<file path="src/hw/rtl/assert_macros.svh">
// Assertion helpers, included by segment_frame_point_transform.
`ifndef ASSERT_MACROS_SVH
`define ASSERT_MACROS_SVH

// Property checked at every rising edge, suspended while reset is held.
`define SFPT_ASSERT(label, clk, rstn, prop, msg) \
    label: assert property (@(posedge clk) disable iff (!(rstn)) (prop)) else $error(msg);

// Property checked at every rising edge, reset included.
`define SFPT_ASSERT_ALWAYS(label, clk, prop, msg) \
    label: assert property (@(posedge clk) (prop)) else $error(msg);

`endif

</file>
<file path="src/hw/rtl/sfpt_pkg.sv">
package sfpt_pkg;

    localparam int COORD_WIDTH_DEF  = 32;
    localparam int ANGLE_STAGES_DEF = 16;
    localparam int HEADING_W        = 16;
    localparam int ACC_W            = 32;
    localparam int GAIN_W           = 30;
    localparam int GAIN_LO_W        = 20;

    // Reciprocal of the CORDIC gain in Q0.30.
    localparam logic [GAIN_W-1:0] INV_GAIN_Q30 = 30'h26DD3B6A;

    localparam logic [HEADING_W-1:0] HEADING_ZERO  = 16'h0000;
    localparam logic [HEADING_W-1:0] HEADING_QTR   = 16'h4000;
    localparam logic [HEADING_W-1:0] HEADING_HALF  = 16'h8000;
    localparam logic [HEADING_W-1:0] HEADING_3QTR  = 16'hC000;
    localparam logic [ACC_W-1:0]     ACC_HALF_TURN = 32'h8000_0000;
    localparam logic [ACC_W-1:0]     ACC_ROUND     = 32'h0000_8000;

    // Quarter of the turn taken from the top two heading bits.
    typedef enum logic [1:0] {
        QTR_0,
        QTR_1,
        QTR_2,
        QTR_3
    } quarter_t;

    // atan(2^-i) in units of 2^-32 turn.
    function automatic logic [ACC_W-1:0] atan_turn(input int idx);
        logic [ACC_W-1:0] t;
        case (idx)
            0:  t = 32'h20000000;
            1:  t = 32'h12E4051E;
            2:  t = 32'h09FB385B;
            3:  t = 32'h051111D4;
            4:  t = 32'h028B0D43;
            5:  t = 32'h0145D7E1;
            6:  t = 32'h00A2F61E;
            7:  t = 32'h00517C55;
            8:  t = 32'h0028BE53;
            9:  t = 32'h00145F2F;
            10: t = 32'h000A2F98;
            11: t = 32'h000517CC;
            12: t = 32'h00028BE6;
            13: t = 32'h000145F3;
            14: t = 32'h0000A2FA;
            15: t = 32'h0000517D;
            16: t = 32'h000028BE;
            17: t = 32'h0000145F;
            18: t = 32'h00000A30;
            19: t = 32'h00000518;
            20: t = 32'h0000028C;
            21: t = 32'h00000146;
            22: t = 32'h000000A3;
            23: t = 32'h00000051;
            24: t = 32'h00000029;
            25: t = 32'h00000014;
            26: t = 32'h0000000A;
            27: t = 32'h00000005;
            28: t = 32'h00000003;
            29: t = 32'h00000001;
            30: t = 32'h00000001;
            default: t = 32'h00000000;
        endcase
        return t;
    endfunction

endpackage

</file>
<file path="src/hw/rtl/sfpt_gain.sv">
module sfpt_gain
    import sfpt_pkg::*;
#(
    parameter int RW = 35
) (
    input  logic                 aclk,
    input  logic                 en,
    input  logic                 act_in,
    input  logic signed [RW-1:0] v_in,
    output logic signed [RW-1:0] v_out
);

    localparam int MW = (RW > GAIN_LO_W + 1) ? RW : GAIN_LO_W + 1;
    localparam int HW = MW - GAIN_LO_W;
    localparam int AW = HW + GAIN_W;
    localparam int BW = GAIN_LO_W + GAIN_W;
    localparam int TW = BW + 1;

    logic [RW-1:0]        mag;
    logic [MW-1:0]        mag_ext;
    logic [AW-1:0]        a_reg, a_next;
    logic [BW-1:0]        b_reg, b_next;
    logic                 neg_reg, act_reg;
    logic signed [RW-1:0] v_reg, v_res_reg, v_res_next;
    logic [TW-1:0]        t_sum;
    logic [AW-1:0]        r_full;
    logic [RW-1:0]        r_mag;

    // First stage: magnitude split in two partial products with the gain.
    always_comb begin
        mag     = v_in[RW-1] ? RW'(-v_in) : RW'(v_in);
        mag_ext = MW'(mag);
        a_next  = AW'(mag_ext[MW-1:GAIN_LO_W]) * AW'(INV_GAIN_Q30);
        b_next  = BW'(mag_ext[GAIN_LO_W-1:0]) * BW'(INV_GAIN_Q30);
    end

    always_ff @(posedge aclk) begin
        if (en) begin
            a_reg   <= a_next;
            b_reg   <= b_next;
            neg_reg <= v_in[RW-1];
            act_reg <= act_in;
            v_reg   <= v_in;
        end
    end

    // Second stage: join the partial products, round half away from zero.
    always_comb begin
        t_sum  = TW'({a_reg[9:0], {GAIN_LO_W{1'b0}}}) + TW'(b_reg)
               + (TW'(1) << (GAIN_W - 1));
        r_full = (a_reg >> 10) + AW'(t_sum[TW-1:GAIN_W]);
        r_mag  = r_full[RW-1:0];
        if (!act_reg) begin
            v_res_next = v_reg;
        end else if (neg_reg) begin
            v_res_next = -$signed(r_mag);
        end else begin
            v_res_next = $signed(r_mag);
        end
    end

    always_ff @(posedge aclk) begin
        if (en) begin
            v_res_reg <= v_res_next;
        end
    end

    assign v_out = v_res_reg;

endmodule

</file>
<file path="config.mk">
export PLATFORM = sky130hd
export DESIGN_NAME = sfpt_gain
export DESIGN_NICKNAME = d
export VERILOG_FILES = /design/src/hw/rtl/assert_macros.svh /design/src/hw/rtl/sfpt_pkg.sv /design/src/hw/rtl/sfpt_gain.sv
export SDC_FILE = /design/constraint.sdc
export NUM_CORES = 1
export LEC_CHECK = 0
export ABC_AREA = 1
export BUFFER_PORTS_ARGS = -buffer_cell sky130_fd_sc_hd__buf_2
export CAP_MARGIN = 20
export CORE_ASPECT_RATIO = 0.75
export CORE_MARGIN = 8
export CORE_UTILIZATION = 41
export CTS_BUF_LIST = sky130_fd_sc_hd__clkbuf_2
export DETAILED_ROUTE_END_ITERATION = 8
export SLEW_MARGIN = 20
export SYNTH_ARGS = -nofsm -noshare
export SYNTH_HDL_FRONTEND = slang
export SYNTH_SLANG_ARGS = --single-unit
</file>
<file path="constraint.sdc">
create_clock -name aclk -period 20.5 [get_ports aclk]
set_input_delay 1.025 -clock aclk [delete_from_list [all_inputs] [get_ports aclk]]
set_output_delay 1.025 -clock aclk [all_outputs]
set_load 0.1 [all_outputs]
</file>
==> metrics.txt <==
status completed; routed vias/inst about 5; Detail Placement HPWL 72900 um; CTS tree done; register bit count reported by yosys 144; vias 21671; Chip Height 243 um; Multi-input gate area 20600 um^2; Clk Latency, worst-skew pair 840 ps; min-delay src act_in; fin crit period 9520 ps; Reg2Reg Depth 33; count leader, synth inv_1; Reg clk slew, reported paths 280 ps; Post-synth EDFFs 144; reg2reg end v_out[30]; Root Buffer clkbuf_2; post-cts hold buffer count 0; CTS H-tree depth 4; xor and xnor area share after synthesis 0.0444; Hold Fails Final Rpt 0; Initial Util 0.414; CTS Sinks 144; relative slew slack 0.252; FF/Latch Area between 4000 and 5000 um^2; Critical R2R Launch b_reg[27]; Seq/Total Area, Yosys 0.153; Synth area leader fa_1; crit path DAT roughly 10000 ps; Mapped Avg Cell Area 8.49 um^2; share of layout cells above drive strength 1 0.0619; Core ar. 68300 um^2; Setup Skew around 82 ps; Residual DRC 0; post-synth top area share 0.284; Synth Area in Adders 0.459; initial DRC count a little under 2000; most used cell, CP inv_1; slowest CP cell fa_1; main combinational cell family by area after synthesis adder cells; Syn Nets 4163; top post-synthesis cells by area fa_1 28%, ha_1 17%, edfxtp_1 15%; Critical Path Sink Type register; Synth Instances 3330; Crit Path Class primary input to register; drt total wl 81800 um; r2r setup slk roughly 15000 ps; most common flop cell mapped by yosys edfxtp_1; Final GP Congestion 0.990; largest net degree at the start of global routing 85; initial antenna violation count 2; setup fix buffers added after clock tree synthesis 0; clock buffer depth 2; Syn-to-layout area delta 6.50%; worst slew pin tran 1120 ps; TritonCTS Buffers 17; Final nets 4259; simple logic cell fraction of the synthesized area 0.159; top cells by count, synth 866 x inv_1, 527 x nand2_1, 401 x fa_1; Largest register FFs 44; area of the mapped netlist 28300 um^2; Final TNS setup 0 ps; Largest stage delay, worst path 730 ps; IO buf count 72; Ys Warns 0; WP data required between 20000 and 25000 ps; Pins Over Slew Limit 0; final number of setup-violating endpoints 0; Final ANT Viol Nets 0; crit-path max FO 15; post-synthesis mux area share 0; drt pass-1 iters 6; fill cell count 6858; post-cts repair resize count 0; RSZ-0062 raised after global routing no; Hold Path Stages 1; Period Utilization, post-route 0.464; Max Fclk 0.105 GHz; # IOs 73; Hold Path End act_reg; Worst Setup Start Kind primary input; die area 77700 um^2; Worst Hold Class primary input to register; vias in the first global route 21708; Synth async-reset ratio 0; Compound-Gate Fraction of Synth Area 0.0657; # Max-Cap Violations 0; Synth cell types 52; global-route wire length before repair 129000 um; Die X about 320 um; Avg WL per Cell 18.9 um; gr ovfl total 0; cell row count 83; All-Layer GR Usage 0.213
==> final cells by class <==
| cell class | instances | share of cell area |
|---|---|---|
| sequential | 144 | 0.144 |
| multi-input combinational | 2295 | 0.684 |
| antenna | 1 | 0.0000831 |
| clock inverter | 15 | 0.00628 |
| timing repair buffer | 89 | 0.0164 |
| tap | 892 | 0.0371 |
| clock buffer | 17 | 0.00283 |
| inverter | 879 | 0.110 |
==> layout by cell type (no fill, tap or decap), types with 17 or more instances in the layout <==
cell type and count:
xnor2_1 44, xor2_1 94, nor3_1 26, buf_4 17
o21ai_0 101, inv_1 866, a21oi_1 156, ha_1 394
nor2_1 210, nand2_1 527, nand2_2 22, edfxtp_1 144
nand4_1 30, fa_1 401, nand3_1 126, buf_2 71
clkbuf_2 17
==> worst max path at each step <==
stage                      endpoint     from  slack (ps)
after floorplan           b_reg[33]  v_in[0]       12130
after global placement    b_reg[33]  v_in[0]       10130
after detailed placement  b_reg[33]  v_in[0]       10110
after CTS                 b_reg[33]  v_in[0]       11070
after global routing      a_reg[44]  v_in[0]       10320
final                     b_reg[33]  v_in[0]       10980
==> metal layers <==
metal	global-route usage	vias up	routed length (um)
li1	-	10572	-
met1	0.349	10299	43000
met2	0.281	765	30500
met3	0.0540	35	7720
met4	0.0220	0	546
met5	0	-	0
==> worst max-delay path, delay by kind of cell <==
family                   cells  cell delay [ps]
AO/OA/AOI/OAI                3              610
XOR/XNOR                     2              850
adder cells (fa/ha/maj)      9             4590
buffers and inverters        9             1320
AND/OR/NAND/NOR             12             1730
==> cell families (layout without fill, tap and decap cells) <==
logic type	count (synthesis)	in the layout
simple gates	1025	1025
buf+inv	891	1000
fa+ha+maj	795	795
compound gates	334	334
flops	144	144
xor+xnor	141	141
other cells	0	1
==> through the flow <==
stage          cells  worst slack [ps]  hold slack (ps)  utilization  instance area, um^2
6_report        4332             10980              372        0.440                30100
5_1_grt         4332             10320              262        0.440                30100
4_1_cts         4331             11070              273        0.440                30100
3_5_place_dp    4299             10110              507        0.436                29800
3_3_place_gp    4299             10130              505        0.436                29800
2_1_floorplan   3330             12130              495            -                28300
Power is not shown: default switching activity piles up to over one toggle a cycle in this logic, so the estimate is an artifact.
