## src/hw/rtl/assert_macros.svh

```systemverilog
// Assertion helpers, included by segment_frame_point_transform.
`ifndef ASSERT_MACROS_SVH
`define ASSERT_MACROS_SVH

// Property checked at every rising edge, suspended while reset is held.
`define SFPT_ASSERT(label, clk, rstn, prop, msg) \
    label: assert property (@(posedge clk) disable iff (!(rstn)) (prop)) else $error(msg);

// Property checked at every rising edge, reset included.
`define SFPT_ASSERT_ALWAYS(label, clk, prop, msg) \
    label: assert property (@(posedge clk) (prop)) else $error(msg);

`endif

```

## src/hw/rtl/sfpt_pkg.sv

```systemverilog
package sfpt_pkg;

    localparam int COORD_WIDTH_DEF  = 32;
    localparam int ANGLE_STAGES_DEF = 16;
    localparam int HEADING_W        = 16;
    localparam int ACC_W            = 32;
    localparam int GAIN_W           = 30;
    localparam int GAIN_LO_W        = 20;

    // Reciprocal of the CORDIC gain in Q0.30.
    localparam logic [GAIN_W-1:0] INV_GAIN_Q30 = 30'h26DD3B6A;

    localparam logic [HEADING_W-1:0] HEADING_ZERO  = 16'h0000;
    localparam logic [HEADING_W-1:0] HEADING_QTR   = 16'h4000;
    localparam logic [HEADING_W-1:0] HEADING_HALF  = 16'h8000;
    localparam logic [HEADING_W-1:0] HEADING_3QTR  = 16'hC000;
    localparam logic [ACC_W-1:0]     ACC_HALF_TURN = 32'h8000_0000;
    localparam logic [ACC_W-1:0]     ACC_ROUND     = 32'h0000_8000;

    // Quarter of the turn taken from the top two heading bits.
    typedef enum logic [1:0] {
        QTR_0,
        QTR_1,
        QTR_2,
        QTR_3
    } quarter_t;

    // atan(2^-i) in units of 2^-32 turn.
    function automatic logic [ACC_W-1:0] atan_turn(input int idx);
        logic [ACC_W-1:0] t;
        case (idx)
            0:  t = 32'h20000000;
            1:  t = 32'h12E4051E;
            2:  t = 32'h09FB385B;
            3:  t = 32'h051111D4;
            4:  t = 32'h028B0D43;
            5:  t = 32'h0145D7E1;
            6:  t = 32'h00A2F61E;
            7:  t = 32'h00517C55;
            8:  t = 32'h0028BE53;
            9:  t = 32'h00145F2F;
            10: t = 32'h000A2F98;
            11: t = 32'h000517CC;
            12: t = 32'h00028BE6;
            13: t = 32'h000145F3;
            14: t = 32'h0000A2FA;
            15: t = 32'h0000517D;
            16: t = 32'h000028BE;
            17: t = 32'h0000145F;
            18: t = 32'h00000A30;
            19: t = 32'h00000518;
            20: t = 32'h0000028C;
            21: t = 32'h00000146;
            22: t = 32'h000000A3;
            23: t = 32'h00000051;
            24: t = 32'h00000029;
            25: t = 32'h00000014;
            26: t = 32'h0000000A;
            27: t = 32'h00000005;
            28: t = 32'h00000003;
            29: t = 32'h00000001;
            30: t = 32'h00000001;
            default: t = 32'h00000000;
        endcase
        return t;
    endfunction

endpackage

```

## src/hw/rtl/sfpt_rot_cell.sv

```systemverilog
module sfpt_rot_cell
    import sfpt_pkg::*;
#(
    parameter int RW  = 35,
    parameter int IDX = 0,
    parameter int SW  = 8
) (
    input  logic                    aclk,
    input  logic                    en,
    input  logic                    act_in,
    input  logic signed [RW-1:0]    x_in,
    input  logic signed [RW-1:0]    y_in,
    input  logic signed [ACC_W-1:0] z_in,
    input  logic [SW-1:0]           side_in,
    output logic                    act_out,
    output logic signed [RW-1:0]    x_out,
    output logic signed [RW-1:0]    y_out,
    output logic signed [ACC_W-1:0] z_out,
    output logic [SW-1:0]           side_out
);

    logic                    act_reg;
    logic signed [RW-1:0]    x_reg, x_next, y_reg, y_next;
    logic signed [ACC_W-1:0] z_reg, z_next;
    logic [SW-1:0]           side_reg;
    logic signed [RW-1:0]    sx, sy;

    // One rotation step; an item on an exact quarter turn passes untouched.
    always_comb begin
        sx     = x_in >>> IDX;
        sy     = y_in >>> IDX;
        x_next = x_in;
        y_next = y_in;
        z_next = z_in;
        if (act_in) begin
            if (!z_in[ACC_W-1]) begin
                x_next = x_in - sy;
                y_next = y_in + sx;
                z_next = z_in - $signed(atan_turn(IDX));
            end else begin
                x_next = x_in + sy;
                y_next = y_in - sx;
                z_next = z_in + $signed(atan_turn(IDX));
            end
        end
    end

    always_ff @(posedge aclk) begin
        if (en) begin
            act_reg  <= act_in;
            x_reg    <= x_next;
            y_reg    <= y_next;
            z_reg    <= z_next;
            side_reg <= side_in;
        end
    end

    assign act_out  = act_reg;
    assign x_out    = x_reg;
    assign y_out    = y_reg;
    assign z_out    = z_reg;
    assign side_out = side_reg;

endmodule

```

## config.mk

```make
export PLATFORM = sky130hd
export DESIGN_NAME = sfpt_rot_cell
export DESIGN_NICKNAME = d
export VERILOG_FILES = /design/src/hw/rtl/assert_macros.svh /design/src/hw/rtl/sfpt_pkg.sv /design/src/hw/rtl/sfpt_rot_cell.sv
export SDC_FILE = /design/constraint.sdc
export NUM_CORES = 1
export LEC_CHECK = 0
export BUFFER_PORTS_ARGS = -buffer_cell sky130_fd_sc_hd__buf_4
export CELL_PAD_IN_SITES_DETAIL_PLACEMENT = 1
export CELL_PAD_IN_SITES_GLOBAL_PLACEMENT = 1
export CORE_ASPECT_RATIO = 1.75
export CORE_UTILIZATION = 42
export CTS_CLUSTER_SIZE = 14
export DETAILED_ROUTE_END_ITERATION = 12
export PLACE_DENSITY_LB_ADDON = 0.1
export SYNTH_ARGS = -nofsm -noshare
export SYNTH_HDL_FRONTEND = slang
export SYNTH_SLANG_ARGS = --single-unit
```

## constraint.sdc

```tcl
create_clock -name aclk -period 3.62 [get_ports aclk]
set_input_delay 0.724 -clock aclk [delete_from_list [all_inputs] [get_ports aclk]]
set_output_delay 0.724 -clock aclk [all_outputs]
set_load 0.02 [all_outputs]
```

==> results.md, run 1 <==
* Nets@finish at 1950
* Worst VDD drop at 252.5 uV
* Total track usage at 0.3717
* Syn Inst Count at 1298
* Initial drt markers at 664
* Synthesized cell area at 10870 sq um
* CP Capture Type: register
* Crit share post-route at 0.9568
* Overall Power at 5.081 mW
* Number of global-route vias before repair at 13472
* Starting Density at 0.4289
* Number of clock sinks at 111
* CP max stage cell: fa_1
* Setup violators final at 0
* Top cells by area, synth: edfxtp_1, ha_1, a21oi_1, nor2_1, inv_1
* DR vias at 12058
* Setup WS post-layout at 0.1565 ns
* Syn Nets at 1519
* Crit-path max cell delay at 0.39 ns
* HP Start: z_in[3]
* RSZ-0062 raised after global routing: no
* Row cnt at 77
* GP Congestion at 0.9623
* Sequential element share of the synthesized area at 0.3067
* # DRC at 0
* PortBufs at 223
* First-pass DRT Iterations at 5
* Grt total ovfl at 0
* Initial antenna violation count at 0
* Setup TNS at 0 ns
* First-pass GRT wire length at 73240 microns
* Post-synth cell types at 84
* Fin cells at 2050
* CTS tree: done
* Pre-CTS setup slack at -0.3137 ns
* Slew Limit Headroom at 0.4354
* Vias per cell at 5.882
* Fillers at 3125
* Die X at 123.6 microns
* Detailed Route WL at 48660 microns
* Largest net degree at the start of global routing at 70
* Number of flops mapped to enable cells by yosys at 111
* Run status: complete, no violations
* Min Clock Period, post-route at 3.463 ns
* Worst Path Arrival at 3.60 ns
* Clk root buf: clkbuf_16
* Fin. Hold Viols at 0
* Fraction of registers with async set/reset at 0
* Antenna viol nets, final at 0
* Max Cap Violations at 0
* Die area at 26550 sq um
* Detailed placement HPWL at 40290 microns
* Critical-path maximum fanout at 3
* ANT cells at 0
* Synth Flop Type: edfxtp_1
* Share of the synthesized area in the top cell type at 0.3067
* FF+latch count, synth at 111
* Final core utilization at 0.5907
* Req. time, crit path at 3.76 ns
* CTS clock-pin slew for the worst setup and hold paths at 0.08 ns
* Crit Path Category: input pin to register
* Die height at 214.8 microns
* CTS max path bufs at 2
* WHS Endpoint: z_out[3]$_DFFE_PP_
* Fraction of layout cells with a size suffix above 1 at 0.3074
* Core area at 25340 sq um
* Pwr Density at 339.5 nW/um^2
* # IOs at 224
* Post-route cell area at 14970 sq um
* F_max at 0.2887 GHz
* Total CTS buffers at 9
* Largest area contributor in the netlist: edfxtp_1
* Mapped Avg Cell Area at 8.373 sq um
* HP Class: input pin to register
* Hold slack at 0.5005 ns
* Synth warn at 0
* Leakage power at 6.861 nW
* Area growth syn-to-layout at 37.73%
* Fin. max-slew vios at 0
* Worst-Margin Slew at 0.8438 ns
* Worst Hold Depth at 1
* CP most frequent cell: buf_4
* Dpl cell area at 14660 sq um
* CTS H-Tree Depth at 3
* Placed cells at 2034
* Crit-path cells: buf_4 -> buf_4 -> ha_1 -> fa_1 -> and2b_1 -> o21ai_1 -> a31oi_4 -> o21ai_1 -> a211o_1 -> and2_4 -> o31ai_1 -> buf_4 -> mux2i_1 -> o211ai_1
* Avg WL per Cell at 23.74 microns
* CP startpoint kind: input pin
==> what timing repair did <==
| action | 4_1_cts | 5_1_grt |
|---|---|---|
| buffers inserted | 0 | 0 |
| hold buffers | 0 | 0 |
| hold endpoints to repair | 0 | 0 |
| resized for setup | 0 | 2 |
| setup endpoints to repair | 0 | 1 |
==> state kept, by name (all words and copies together), names as in the netlist <==
signal	cells
y_out	35
x_out	35
side_out	8
z_out	32
act_out	1
==> placed cells by master (no fill, tap or decap), drive strengths merged, types with 6 or more instances in the layout <==
cell / n
a31oi: 13
a211o: 8
or3: 8
nor2: 111
nand3: 26
o21ai: 97
inv: 116
mux2i: 27
nor3: 32
nand2: 72
xor2: 9
a21boi: 6
a21o: 27
a211oi: 14
and2: 11
o2111ai: 6
o21bai: 30
o211ai: 21
ha: 104
clkinv: 7
nand2b: 15
buf: 490
o31ai: 14
clkbuf: 9
or2: 6
xnor2: 42
a21oi: 180
and3: 8
edfxtp: 111
nand4: 21
o21a: 8
nor2b: 10
nor4: 11
==> routing by layer <==
layer / wire length, microns / up-vias / share of wire / track usage
li1: - / 5572 / - / -
met4: 4473 / 0 / 0.092 / 0.3213
met5: 0 / - / 0 / 0
met1: 15760 / 5822 / 0.32 / 0.3338
met3: 1816 / 219 / 0.037 / 0.05016
met2: 26620 / 445 / 0.55 / 0.6969
==> worst max-delay path: cells and delay by family <==
kind	cells	cell delay [ns]
mux	1	0.22
compound gates	6	1.22
simple gates	2	0.40
buf+inv	3	0.43
fa+ha+maj	2	0.62
==> kinds of logic (layout without fill, tap and decap cells) <==
family                     Yosys count  after routing  share of synthesized area
buffers and inverters              186            622                    0.06965
xor gates and xnor gates            51             51                    0.04110
and+or+nand+nor                    342            342                     0.1530
muxes                               29             29                    0.02694
adders and majority gates          108            108                     0.1271
DFF                                111            111                     0.3067
AOI/OAI and AO/OA                  471            471                     0.2755
==> report_power, final <==
group | switching, mW | total, mW | internal [mW]
Clock | 0.559 | 1.04 | 0.484
Sequential | 0.0495 | 1.64 | 1.59
Combinational | 1.38 | 2.40 | 1.02
==> worst max-delay path by stage <==
stage          slack, ns             endpoint  startpoint
3_3_place_gp       -0.22  x_out[34]$_DFFE_PP_     y_in[0]
4_1_cts              0.1  x_out[34]$_DFFE_PP_     y_in[0]
3_5_place_dp       -0.31  x_out[34]$_DFFE_PP_     y_in[0]
5_1_grt             0.01  y_out[28]$_DFFE_PP_     x_in[0]
6_report            0.16  y_out[28]$_DFFE_PP_     x_in[0]
2_1_floorplan       0.43  y_out[28]$_DFFE_PP_     x_in[0]
==> area by class of cell <==
cell class / instances / area [sq um] / area share
timing repair buffer: 490 / 3716 / 0.2483
tap: 316 / 395.4 / 0.02641
inverter: 116 / 435.4 / 0.02909
sequential: 111 / 3333 / 0.2227
clock buffer: 9 / 225.2 / 0.01505
multi-input combinational: 1001 / 6802 / 0.4544
clock inverter: 7 / 61.31 / 0.004096
==> synthesized netlist by cell type, drive strengths merged (26+ instances only) <==
cell type	number
a21o	27
a21oi	180
buf	37
clkbuf	33
edfxtp	111
ha	104
inv	111
mux2i	27
nand2	72
nand3	26
nor2	111
nor3	32
o21ai	97
o21bai	30
xnor2	42
No activity file was read; power rests on OpenSTA's default activity.
==> run 2, diff against run 1 <==
Settings changed: CORE_ASPECT_RATIO 1.75 to 1.2.
==> run 2 against run 1 <==
  * Wire length shrank 8.9%
  * Final cell count shrank 4.7%
  * Die area is essentially flat
  * First-iteration DRC count grew 26%
  * Critical path type unchanged
==> results.md, run 2 (synthesis gave the netlist of run 1 again) <==
* Grt total ovfl at 0 (unchanged)
* First-pass DRT Iterations at 5 (unchanged)
* RSZ-0062 raised after global routing: no (unchanged)
* Die X at 148.8 microns (was 123.6 microns)
* Core area at 25460 sq um (was 25340 sq um)
* Worst path bufs/invs at 3 (unchanged)
* Dpl cell area at 13850 sq um (was 14660 sq um)
* F_max at 0.3014 GHz (was 0.2887 GHz)
* Die height at 178.2 microns (was 214.8 microns)
* HP Class: input pin to register (unchanged)
* Starting Density at 0.4268 (was 0.4289)
* Detailed placement HPWL at 35300 microns (was 40290 microns)
* Die area at 26530 sq um (was 26550 sq um)
* CP Capture Type: register (unchanged)
* Detailed Route WL at 44340 microns (was 48660 microns)
* Crit path max-delay family: compound AO/OA/AOI/OAI gates (unchanged)
* Largest net degree at the start of global routing at 87 (was 70)
* Number of global-route vias before repair at 12011 (was 13472)
* Antenna viol nets, final at 0 (unchanged)
* Crit share post-route at 0.9164 (was 0.9568)
* Post-CTS Hold Fix Bufs at 0 (unchanged)
* Pre-CTS setup slack at -0.2050 ns (was -0.3137 ns)
* GP Congestion at 0.9646 (was 0.9623)
* Number of clock sinks at 111 (unchanged)
* Leakage power at 6.342 nW (was 6.861 nW)
* Worst Path Arrival at 3.45 ns (was 3.60 ns)
* Setup WS post-layout at 0.3026 ns (was 0.1565 ns)
* Total CTS buffers at 9 (unchanged)
* CP max stage cell: fa_1 (unchanged)
* Most frequent cells in the layout: buf_4, a21oi_1, nor2_1, edfxtp_1, inv_1 (unchanged)
* # DRC at 0 (unchanged)
* Final core utilization at 0.5567 (was 0.5907)
* Row cnt at 64 (was 77)
* CP startpoint kind: input pin (unchanged)
* Setup violators final at 0 (unchanged)
* Critical-path maximum fanout at 3 (unchanged)
* Nets@finish at 1839 (was 1950)
* # IOs at 224 (unchanged)
* Vias per cell at 5.973 (was 5.882)
* Fin. Hold Viols at 0 (unchanged)
* Pwr Density at 348.6 nW/um^2 (was 339.5 nW/um^2)
* Initial antenna violation count at 1 (was 0)
* Area growth syn-to-layout at 30.44% (was 37.73%)
* Slew Limit Headroom at 0.4960 (was 0.4354)
* CTS tree: done (unchanged)
* Avg WL per Cell at 22.69 microns (was 23.74 microns)
* DR vias at 11671 (was 12058)
* Worst VDD drop at 224.3 uV (was 252.5 uV)
* Initial drt markers at 835 (was 664)
* Fin. max-slew vios at 0 (unchanged)
* CTS max path bufs at 2 (unchanged)
* First-pass GRT wire length at 67170 microns (was 73240 microns)
* Post-route cell area at 14180 sq um (was 14970 sq um)
* CTS H-Tree Depth at 3 (unchanged)
* Setup Buffers After CTS at 0 (unchanged)
* Leading cell type in the layout, fill and taps excluded: buf_4 (unchanged)
* Max Cap Violations at 0 (unchanged)
* Worst-Margin Slew at 0.7490 ns (was 0.8438 ns)
* Run status: complete, no violations (unchanged)
* Crit-path cells: buf_4 -> buf_4 -> inv_1 -> ha_1 -> fa_1 -> and2b_1 -> o21ai_1 -> a31oi_4 -> o21ai_1 -> a211o_1 -> and2_4 -> o31ai_1 -> mux2i_1 -> o211ai_1 (was buf_4 -> buf_4 -> ha_1 -> fa_1 -> and2b_1 -> o21ai_1 -> a31oi_4 -> o21ai_1 -> a211o_1 -> and2_4 -> o31ai_1 -> buf_4 -> mux2i_1 -> o211ai_1)
* Min Clock Period, post-route at 3.317 ns (was 3.463 ns)
* Fraction of layout cells with a size suffix above 1 at 0.2612 (was 0.3074)
* CTS clock-pin slew for the worst setup and hold paths at 0.10 ns (was 0.08 ns)
* Crit-path max cell delay at 0.44 ns (was 0.39 ns)
* PortBufs at 223 (unchanged)
* Total track usage at 0.3332 (was 0.3717)
* Clk root buf: clkbuf_16 (unchanged)
* Crit Path Category: input pin to register (unchanged)
* Req. time, crit path at 3.75 ns (was 3.76 ns)
[run 2: routing by layer]
| metal | wire [microns] | global-route usage | up-vias |
|---|---|---|---|
| li1 | - | - | 5360 |
| met1 | 17210 | 0.3823 | 5694 |
| met2 | 22600 | 0.5981 | 476 |
| met3 | 2188 | 0.03581 | 141 |
| met4 | 2334 | 0.1918 | 0 |
| met5 | 0 | 0 | - |
[run 2: cell type report]
type                    count  area [sq um]
diodes                      1         2.502
clock buffers               9         225.2
clock inverters             7         88.84
fillers                  3143         11290
inverters                 116         435.4
multi-input cells        1001          6783
flip-flops and latches    111          3333
well taps                 330         412.9
repair buffers            379          2895
[run 2: power by group]
part / internal, mW / switching, mW
Clock: 0.506 / 0.606
Sequential: 1.59 / 0.0505
Combinational: 0.889 / 1.30
Total: 2.99 / 1.96
[run 2: path summary, 6_finish.rpt]
kind | startpoint | endpoint | slack [ns] | cells after the start
worst max-delay path | y_in[0] | y_out[28]$_DFFE_PP_ | 0.30 | 14
worst min-delay path | side_in[4] | side_out[4]$_DFFE_PP_ | 0.50 | 1
[run 2: repair_timing]
item | in CTS | in global routing
endpoints found under the hold margin | 0 | 0
gates resized for setup | 0 | 1
endpoints found under the setup margin | 0 | 2
[run 2: through the flow]
step / hold WS, ns / cells / setup TNS [ns] / power [mW]
floorplan: 0.8229 / 1298 / 0 / 2.847
global placement: 0.9020 / 1937 / -0.2238 / 3.757
detailed placement: 0.9035 / 1937 / -1.020 / 3.817
CTS: 0.4896 / 1953 / 0 / 4.941
global route: 0.4990 / 1953 / 0 / 5.141
finish: 0.5002 / 1954 / 0 / 4.942
