File: src/hw/rtl/assert_macros.svh
// Assertion helpers, included by segment_frame_point_transform.
`ifndef ASSERT_MACROS_SVH
`define ASSERT_MACROS_SVH

// Property checked at every rising edge, suspended while reset is held.
`define SFPT_ASSERT(label, clk, rstn, prop, msg) \
    label: assert property (@(posedge clk) disable iff (!(rstn)) (prop)) else $error(msg);

// Property checked at every rising edge, reset included.
`define SFPT_ASSERT_ALWAYS(label, clk, prop, msg) \
    label: assert property (@(posedge clk) (prop)) else $error(msg);

`endif

File: src/hw/rtl/sfpt_pkg.sv
package sfpt_pkg;

    localparam int COORD_WIDTH_DEF  = 32;
    localparam int ANGLE_STAGES_DEF = 16;
    localparam int HEADING_W        = 16;
    localparam int ACC_W            = 32;
    localparam int GAIN_W           = 30;
    localparam int GAIN_LO_W        = 20;

    // Reciprocal of the CORDIC gain in Q0.30.
    localparam logic [GAIN_W-1:0] INV_GAIN_Q30 = 30'h26DD3B6A;

    localparam logic [HEADING_W-1:0] HEADING_ZERO  = 16'h0000;
    localparam logic [HEADING_W-1:0] HEADING_QTR   = 16'h4000;
    localparam logic [HEADING_W-1:0] HEADING_HALF  = 16'h8000;
    localparam logic [HEADING_W-1:0] HEADING_3QTR  = 16'hC000;
    localparam logic [ACC_W-1:0]     ACC_HALF_TURN = 32'h8000_0000;
    localparam logic [ACC_W-1:0]     ACC_ROUND     = 32'h0000_8000;

    // Quarter of the turn taken from the top two heading bits.
    typedef enum logic [1:0] {
        QTR_0,
        QTR_1,
        QTR_2,
        QTR_3
    } quarter_t;

    // atan(2^-i) in units of 2^-32 turn.
    function automatic logic [ACC_W-1:0] atan_turn(input int idx);
        logic [ACC_W-1:0] t;
        case (idx)
            0:  t = 32'h20000000;
            1:  t = 32'h12E4051E;
            2:  t = 32'h09FB385B;
            3:  t = 32'h051111D4;
            4:  t = 32'h028B0D43;
            5:  t = 32'h0145D7E1;
            6:  t = 32'h00A2F61E;
            7:  t = 32'h00517C55;
            8:  t = 32'h0028BE53;
            9:  t = 32'h00145F2F;
            10: t = 32'h000A2F98;
            11: t = 32'h000517CC;
            12: t = 32'h00028BE6;
            13: t = 32'h000145F3;
            14: t = 32'h0000A2FA;
            15: t = 32'h0000517D;
            16: t = 32'h000028BE;
            17: t = 32'h0000145F;
            18: t = 32'h00000A30;
            19: t = 32'h00000518;
            20: t = 32'h0000028C;
            21: t = 32'h00000146;
            22: t = 32'h000000A3;
            23: t = 32'h00000051;
            24: t = 32'h00000029;
            25: t = 32'h00000014;
            26: t = 32'h0000000A;
            27: t = 32'h00000005;
            28: t = 32'h00000003;
            29: t = 32'h00000001;
            30: t = 32'h00000001;
            default: t = 32'h00000000;
        endcase
        return t;
    endfunction

endpackage

File: src/hw/rtl/sfpt_vec_cell.sv
module sfpt_vec_cell
    import sfpt_pkg::*;
#(
    parameter int VW  = 35,
    parameter int IDX = 0,
    parameter int SW  = 8
) (
    input  logic                 aclk,
    input  logic                 en,
    input  logic signed [VW-1:0] x_in,
    input  logic signed [VW-1:0] y_in,
    input  logic [ACC_W-1:0]     acc_in,
    input  logic [SW-1:0]        side_in,
    output logic signed [VW-1:0] x_out,
    output logic signed [VW-1:0] y_out,
    output logic [ACC_W-1:0]     acc_out,
    output logic [SW-1:0]        side_out
);

    logic signed [VW-1:0] x_reg, x_next, y_reg, y_next;
    logic [ACC_W-1:0]     acc_reg, acc_next;
    logic [SW-1:0]        side_reg;
    logic signed [VW-1:0] sx, sy;

    // One vectoring step: turn the vector toward the positive X axis.
    always_comb begin
        sx = x_in >>> IDX;
        sy = y_in >>> IDX;
        if (!y_in[VW-1]) begin
            x_next   = x_in + sy;
            y_next   = y_in - sx;
            acc_next = acc_in + atan_turn(IDX);
        end else begin
            x_next   = x_in - sy;
            y_next   = y_in + sx;
            acc_next = acc_in - atan_turn(IDX);
        end
    end

    always_ff @(posedge aclk) begin
        if (en) begin
            x_reg    <= x_next;
            y_reg    <= y_next;
            acc_reg  <= acc_next;
            side_reg <= side_in;
        end
    end

    assign x_out    = x_reg;
    assign y_out    = y_reg;
    assign acc_out  = acc_reg;
    assign side_out = side_reg;

endmodule

File: config.mk
export PLATFORM = sky130hd
export DESIGN_NAME = sfpt_vec_cell
export DESIGN_NICKNAME = d
export VERILOG_FILES = /design/src/hw/rtl/assert_macros.svh /design/src/hw/rtl/sfpt_pkg.sv /design/src/hw/rtl/sfpt_vec_cell.sv
export SDC_FILE = /design/constraint.sdc
export NUM_CORES = 1
export LEC_CHECK = 0
export BUFFER_PORTS_ARGS = -buffer_cell sky130_fd_sc_hd__clkbuf_2
export CORE_ASPECT_RATIO = 1.25
export CORE_MARGIN = 8
export CORE_UTILIZATION = 60
export DETAILED_ROUTE_END_ITERATION = 12
export HOLD_SLACK_MARGIN = 0.15
export PLACE_DENSITY = 0.88
export REMOVE_ABC_BUFFERS = 1
export SLEW_MARGIN = 20
export SYNTH_ARGS = -nofsm -noshare
export SYNTH_HDL_FRONTEND = slang
export SYNTH_SLANG_ARGS = --single-unit
File: constraint.sdc
create_clock -name aclk -period 9.2 [get_ports aclk]
set_input_delay 1.84 -clock aclk [delete_from_list [all_inputs] [get_ports aclk]]
set_output_delay 1.84 -clock aclk [all_outputs]
set_load 0.1 [all_outputs]
==> metrics.cfg, run 1 <==
[critical_path]
endpoint_kind=register
crit_start=x_in[0]
cp.arrival_ns=4.96
cp-start-kind=input port
worst-endpoint-required_ns=9.29
crit_type=in2reg
crit_fanout=6

[placed_design]
dpl.cell_count=1371
routabilityCongestion=1.00
hpwl_um=23400
portBuffers=221
place_area_um2=10400

[routing]
first_pass_iters=7
routedWlPerCell_um=21.3
viasPerCell=6.25
ant_nets=0
drtIter0Drc=892
drc=0
wl_um=29600
vias=8668

[clocking]
post_cts_resized=0
path_clk_slew_ns=0.08
htree_levels=3
cts_max_path_buffers=2
cts_buffers=9
root_buffer=clkbuf_16
holdBufCountCts=0
post-cts-setup-buffer-count=0
cts.sinks=109
cts_tree=done

[synth]
yosysTopAreaCellShare=0.354
synth-edff-count=109
yosysSeqAreaShare=0.354
async_flop_share=0
yosysWarningCount=0
ys_types=67
synth_area_leader_cell=edfxtp_1
ys_ff_latch=109
synth_area_per_cell_um2=9.11
synth_area_um2=9250
synth_cells=1015
synth_area_leaders=edfxtp_1 (35%), ha_1 (14%), a21oi_1 (6.5%)
ys.flop_type=edfxtp_1

[die]
ios=222
fp.dieH_um=155
rows=50
dieWidth_um=127
die-area_um2=19700
core_um2=15000
initial_core_util=0.616

[pwr]
powerDensity_nw_per_um2=199
p_total_w=0.00213
power_leakage_nw=4.86
peakVddDrop_v=0.0000933

[outcome]
status=finished, final reports clean

[sta]
hold_violations=0
slew_viol_final=0
rsz0062_at_grt=false
period_needed_ns=4.87
setup_tns_ns=0
final.period_utilization=0.530
worst_slew_pin_slew_ns=0.824
relSlewSlack=0.446
setup_viol=0
max_freq_mhz=205

[grt]
grt_overflow_total=0
grt_max_degree=64
grt_usage=0.291
grt_pass1_wl_um=45500
antenna_found_initial=0
grt_pass1_vias=8419

[min_path]
min_path_cells=1
holdCritStartpoint=side_in[2]
min_path_type=in2reg

[finish]
drive_above_1_share=0.214
layout.nets=1418
mostFrequentLayoutCell=clkbuf_2
diodes=0
final_area_um2=10700
fin_cells=1387
postLayoutCoreUtil=0.712
layout_common_cells=clkbuf_2 (219), a21oi_1 (121), edfxtp_1 (109)
area_growth_syn_to_layout_pct=15.7

[flow_run]
maxCapViolCount=0

[state kept, by name (all words and copies together) (netlist names)]
| signal | cells |
|---|---|
| acc_out | 32 |
| y_out | 34 |
| side_out | 8 |
| x_out | 35 |
[area by class of cell]
class	instances	area, µm²
Clock inverter	7	97.6
Tap cell	182	228
Inverter	102	383
Timing Repair Buffer	223	1120
Fill cell	1195	4320
Clock buffer	9	225
Multi-Input combinational cell	755	5370
Sequential cell	109	3270
[path summary, 6_finish.rpt]
check                          endpoint  slack [ns]
setup / recovery    y_out[30]$_DFFE_PP_        4.33
hold / removal    side_out[2]$_DFFE_PP_        1.66
[metal layers]
layer	track usage	share of wire	vias up
li1	-	-	4028
met1	0.337	0.37	4069
met2	0.516	0.51	479
met3	0.0385	0.074	92
met4	0.146	0.045	0
met5	0	0	-
[critical path: stages]
cell and delay [ns]:
clkbuf_2 0.11, ha_1 0.22, fa_1 0.40, nor2b_1 0.17, o311ai_0 0.37, o21ai_0 0.23
a221oi_1 0.36, nand2_1 0.22, a2111oi_0 0.68, mux2i_1 0.19, xnor2_1 0.17
[report_power, final]
| group | switching [W] | total, W | internal, W |
|---|---|---|---|
| logic | 0.000826 | 0.00104 | 0.000214 |
| registers | 0.0000216 | 0.000659 | 0.000637 |
| clock network | 0.000211 | 0.000433 | 0.000222 |
| total | 0.00106 | 0.00213 | 0.00107 |
[Yosys cell counts (13+ instances only)]
library cell,n
a211oi_1,18
a21o_1,21
a21oi_1,121
buf_2,13
clkbuf_1,26
edfxtp_1,109
ha_1,102
inv_1,91
mux2i_1,14
nand2_1,52
nand4_1,16
nor2_1,63
nor2b_1,18
nor3_1,20
o21ai_0,72
o21bai_1,32
o31ai_1,15
xnor2_1,55
xor2_1,13
[through the flow]
| step | worst slack [ns] | hold slack, ns |
|---|---|---|
| 5_1_grt | 4.02 | 1.65 |
| 3_3_place_gp | 4.18 | 2.02 |
| 4_1_cts | 4.38 | 1.65 |
| 3_5_place_dp | 4.01 | 2.02 |
| 6_report | 4.33 | 1.66 |
| 2_1_floorplan | 4.77 | 1.94 |
[cell families after synthesis]
logic type,count (synthesis),synth area share
compound gates,354,0.244
xor+xnor,68,0.0644
fa+ha+maj,106,0.147
buf+inv,151,0.0659
flops,109,0.354
mux,14,0.0152
simple gates,213,0.110
No activity file was read; power rests on OpenSTA's default activity.
==> inputs of run 2 (changes only) <==
CORE_UTILIZATION = 55   (was 60)
PLACE_DENSITY = 0.82   (was 0.88)
clock period = 4.7 ns   (was 9.2 ns; I/O delays follow)
==> run 2 against run 1 <==
Wire length is 2.7% lower; combinational power grew 96%; non-clock buffer count grew 9; hold slack lost 0.92 ns; global-route usage is 3.0 points lower; critical endpoint is now x_out[34]$_DFFE_PP_; largest cell class unchanged.
==> metrics.cfg, run 2 (synthesized netlist as in run 1, its figures left out) <==
[pwr]
power_leakage_nw=4.90
powerDensity_nw_per_um2=382
pwr-share-seq=0.311
switching_share=0.500
power.switching_w=0.00206
p_int_w=0.00206
p_comb_frac=0.493
peakVddDrop_v=0.000232
clkPwrFrac=0.196

[flow_run]
maxCapViolCount=0

[finish]
largest_reg_flops=35
drive_above_1_share=0.220
area_growth_syn_to_layout_pct=16.9
mostFrequentLayoutCell=clkbuf_2
postLayoutCoreUtil=0.649
layout.nets=1427
layout_common_cells=clkbuf_2 (219), a21oi_1 (121), edfxtp_1 (109)
diodes=0

[critical_path]
crit_fanout=4
cp.arrival_ns=4.14
crit_slowest_cell=o21ai_0
crit_path_max_incr_delay_ns=0.54
worst-endpoint-required_ns=4.82
cp-start-kind=input port
endpoint_kind=register
path_cells=clkbuf_2, inv_1, ha_1, fa_1, nor2b_1, o21bai_1, a21boi_0, a31oi_1, o21ai_0, nand2_1, a211oi_1, o22ai_1, xnor2_1
crit_type=in2reg
crit_start=x_in[0]

[clocking]
post-cts-setup-buffer-count=0
htree_levels=3
cts.sinks=109
cts_tree=done
root_buffer=clkbuf_16
holdBufCountCts=0
cts_max_path_buffers=2
cts_buffers=9
path_clk_slew_ns=0.09
post_cts_resized=0

[placed_design]
hpwl_um=22900
pre_cts_ws_ns=0.424
routabilityCongestion=0.972
portBuffers=221

[routing]
vias=8548
viasPerCell=5.96
wl_um=28800
ant_nets=0
drc=0
first_pass_iters=6
drtIter0Drc=918
routedWlPerCell_um=20.1

[die]
rows=53
dieWidth_um=132
fp.dieH_um=161
die-area_um2=21200
initial_core_util=0.556
core_um2=16600
ios=222

[grt]
gr-usage-met1=0.303
met3_usage=0.0392
grt.busiest_layer=met2
antenna_found_initial=0
grt_pass1_vias=8316
grt_pass1_wl_um=44800
grt_usage=0.261
grt_use_met2=0.470
grt_max_degree=82
grt_overflow_total=0

[outcome]
status=finished, final reports clean

[min_path]
min_path_type=in2reg
holdCritStartpoint=side_in[0]

[sta]
setup_ws_ns=0.679
slew_viol_final=0
relSlewSlack=0.291
hold_violations=0
rsz0062_at_grt=false
setup_viol=0
final.period_utilization=0.856
max_freq_mhz=249
period_needed_ns=4.02
setup_tns_ns=0
worst_slew_pin_slew_ns=1.06

## run 2: cell count changes in the layout (fill, tap and decap cells not counted)
cell / change
buf_4: +9
clkinv_4: -1
clkinv_8: +2
inv_12: +1
inv_8: -2
bufinv_16: -1
inv_6: +1
## run 2: layout make-up
cell class	count	area, µm²
multi-input combinational	755	5370
tap	220	275
clock inverter	7	93.8
sequential	109	3270
inverter	102	383
timing repair buffer	232	1190
clock buffer	9	225
fill	1417	5840
## run 2: per-layer routing
metal	routed length, µm	vias up
met5	0	-
met4	1030	0
met3	1940	78
met2	14800	426
met1	11000	3990
li1	-	4054
## run 2: worst paths after layout
| check | end | slack (ns) | depth (start not counted) |
|---|---|---|---|
| worst max-delay path | x_out[34]$_DFFE_PP_ | 0.68 | 13 |
| worst min-delay path | side_out[0]$_DFFE_PP_ | 0.74 | 1 |
## run 2: power by group through the flow
stage	registers [W]	logic [W]	clock network [W]
final	0.00128	0.00204	0.000808
after global routing	0.00130	0.00213	0.000850
after CTS	0.00128	0.00202	0.000817
after detailed placement	0.00131	0.00201	0
after global placement	0.00130	0.00201	0
after floorplan	0.00228	0.000600	0
## run 2: through the flow
| step | cell area, µm² | total power [W] | hold slack (ns) | cells |
|---|---|---|---|---|
| 6_report | 10800 | 0.00413 | 0.741 | 1434 |
| 5_1_grt | 10800 | 0.00427 | 0.730 | 1434 |
| 4_1_cts | 10800 | 0.00412 | 0.736 | 1434 |
| 3_5_place_dp | 10500 | 0.00332 | 1.12 | 1418 |
| 3_3_place_gp | 10500 | 0.00331 | 1.12 | 1418 |
| 2_1_floorplan | 9020 | 0.00288 | 1.04 | 966 |
## run 2: worst max-delay path, delay by kind of cell
family	cells	cell delay, ns
AOI/OAI and AO/OA	6	1.84
adders and majority gates	2	0.64
and+or+nand+nor	2	0.41
buffers and inverters	2	0.16
xor gates and xnor gates	1	0.15
==> inputs of run 3 (changes only) <==
BUFFER_PORTS_ARGS = not set   (was -buffer_cell sky130_fd_sc_hd__clkbuf_2)
CORE_UTILIZATION = 66   (was 55)
DONT_BUFFER_PORTS = 1   (was not set)
HOLD_SLACK_MARGIN = not set   (was 0.15)
==> run 3 against run 2 <==
Die area is 15% lower; via count fell by 7.6%; largest power group is now registers; sequential share of layout area up 3.8 points; clock power shrank 2.8%; utilization up 5.0 points; design area fell by 11%; largest cell class unchanged; power shrank 5.2%; flip-flop and latch count is the same; combinational power decreased by 59%.
==> metrics.cfg, run 3 (synthesized netlist as in run 1, its figures left out) <==
[outcome]
status=finished, final reports clean

[finish]
multiInputGateArea_um2=5370
mostFrequentLayoutCell=a21oi_1
layout_common_cells=a21oi_1 (121), edfxtp_1 (109), ha_1 (102)
layout.nets=1200
diodes=0
fin_cells=1162
drive_above_1_share=0.0405
largest_reg_flops=35
area_growth_syn_to_layout_pct=3.96
fill_cells=1072
register_area_um2=3270

[grt]
grt_overflow_total=0
antenna_found_initial=0
grt_max_degree=110
grt_pass1_wl_um=41200
grt_usage=0.291
grt_pass1_vias=7493

[min_path]
min_path_type=in2reg
holdCritStartpoint=acc_in[11]

[sta]
slew_viol_final=0
relSlewSlack=0.310
final.period_utilization=0.821
setup_ws_ns=0.839
hold_slack_ns=0.671
setup_tns_ns=0
max_freq_mhz=259
hold_violations=0
worst_slew_pin_slew_ns=1.04
period_needed_ns=3.86
setup_viol=0
rsz0062_at_grt=false

[clocking]
holdBufCountCts=0
cts_buffers=9
path_clk_slew_ns=0.09
cts_tree=done
cts_max_path_buffers=2
root_buffer=clkbuf_16
post-cts-setup-buffer-count=0
cts.sinks=109
htree_levels=3
post_cts_resized=0

[die]
die-area_um2=18100
rows=48
fp.dieH_um=148
initial_core_util=0.672
ios=222
core_um2=13800
dieWidth_um=122

[placed_design]
pre_cts_ws_ns=0.512
dpl.cell_count=1146
portBuffers=0
routabilityCongestion=1.03
hpwl_um=21400

[critical_path]
worst-endpoint-required_ns=4.79
crit_start=x_in[0]
endpoint_kind=register
cp-start-kind=input port
crit_fanout=6
crit_type=in2reg
cp.arrival_ns=3.96

[routing]
wl_um=27300
viasPerCell=6.80
drc=0
vias=7899
first_pass_iters=7
drtIter0Drc=973
routedWlPerCell_um=23.5
ant_nets=0

[pwr]
pwr-share-seq=0.585
switching_share=0.500
power.switching_w=0.00196
powerDensity_nw_per_um2=407
clkPwrFrac=0.201
p_int_w=0.00196
peakVddDrop_v=0.000271
p_total_w=0.00391
power_leakage_nw=3.96
p_comb_frac=0.214

[flow_run]
maxCapViolCount=0

-- run 3: cell types whose count changed in the layout (fill, tap and decap cells not counted), sizes merged --
| cell | delta |
|---|---|
| buf | -8 |
| clkbuf | -219 |
| clkinv | +3 |
| inv | -3 |
-- run 3: power by group through the flow --
stage                     registers, W  logic [W]  clock network (W)
after floorplan                0.00228   0.000600                  0
after global placement         0.00231   0.000800                  0
after detailed placement       0.00232   0.000807                  0
after CTS                      0.00230   0.000812           0.000791
after global routing           0.00230   0.000900           0.000819
final                          0.00229   0.000837           0.000785
-- run 3: area by class of cell --
| class | instances | area share |
|---|---|---|
| clock buffer | 9 | 0.0234 |
| clock inverter | 7 | 0.00950 |
| inverter | 102 | 0.0398 |
| multi-input combinational | 755 | 0.558 |
| sequential | 109 | 0.340 |
| tap | 175 | 0.0228 |
| timing repair buffer | 5 | 0.00599 |
-- run 3: worst paths after layout --
| path | end | cells after the start |
|---|---|---|
| worst max-delay path | y_out[30]$_DFFE_PP_ | 10 |
| worst min-delay path | acc_out[11]$_DFFE_PP_ | 0 |
-- run 3: through the flow --
step,instance area [µm²],utilization
floorplan,9020,-
global placement,9300,0.676
detailed placement,9300,0.676
CTS,9620,0.699
global route,9620,0.699
finish,9620,0.699
-- run 3: critical path, cell delays in order --
cell       delay [ns]
ha_1             0.23
fa_1             0.41
nor2b_1          0.16
o311ai_0         0.34
o21ai_0          0.23
a221oi_1         0.36
nand2_1          0.24
a2111oi_0        0.65
mux2i_1          0.21
xnor2_1          0.19
-- run 3: metal layers --
layer	GRT usage	vias up	share of wire
met4	0.146	0	0.052
met1	0.332	3671	0.36
met5	0	-	0
li1	-	3587	-
met2	0.503	525	0.50
met3	0.0599	116	0.091
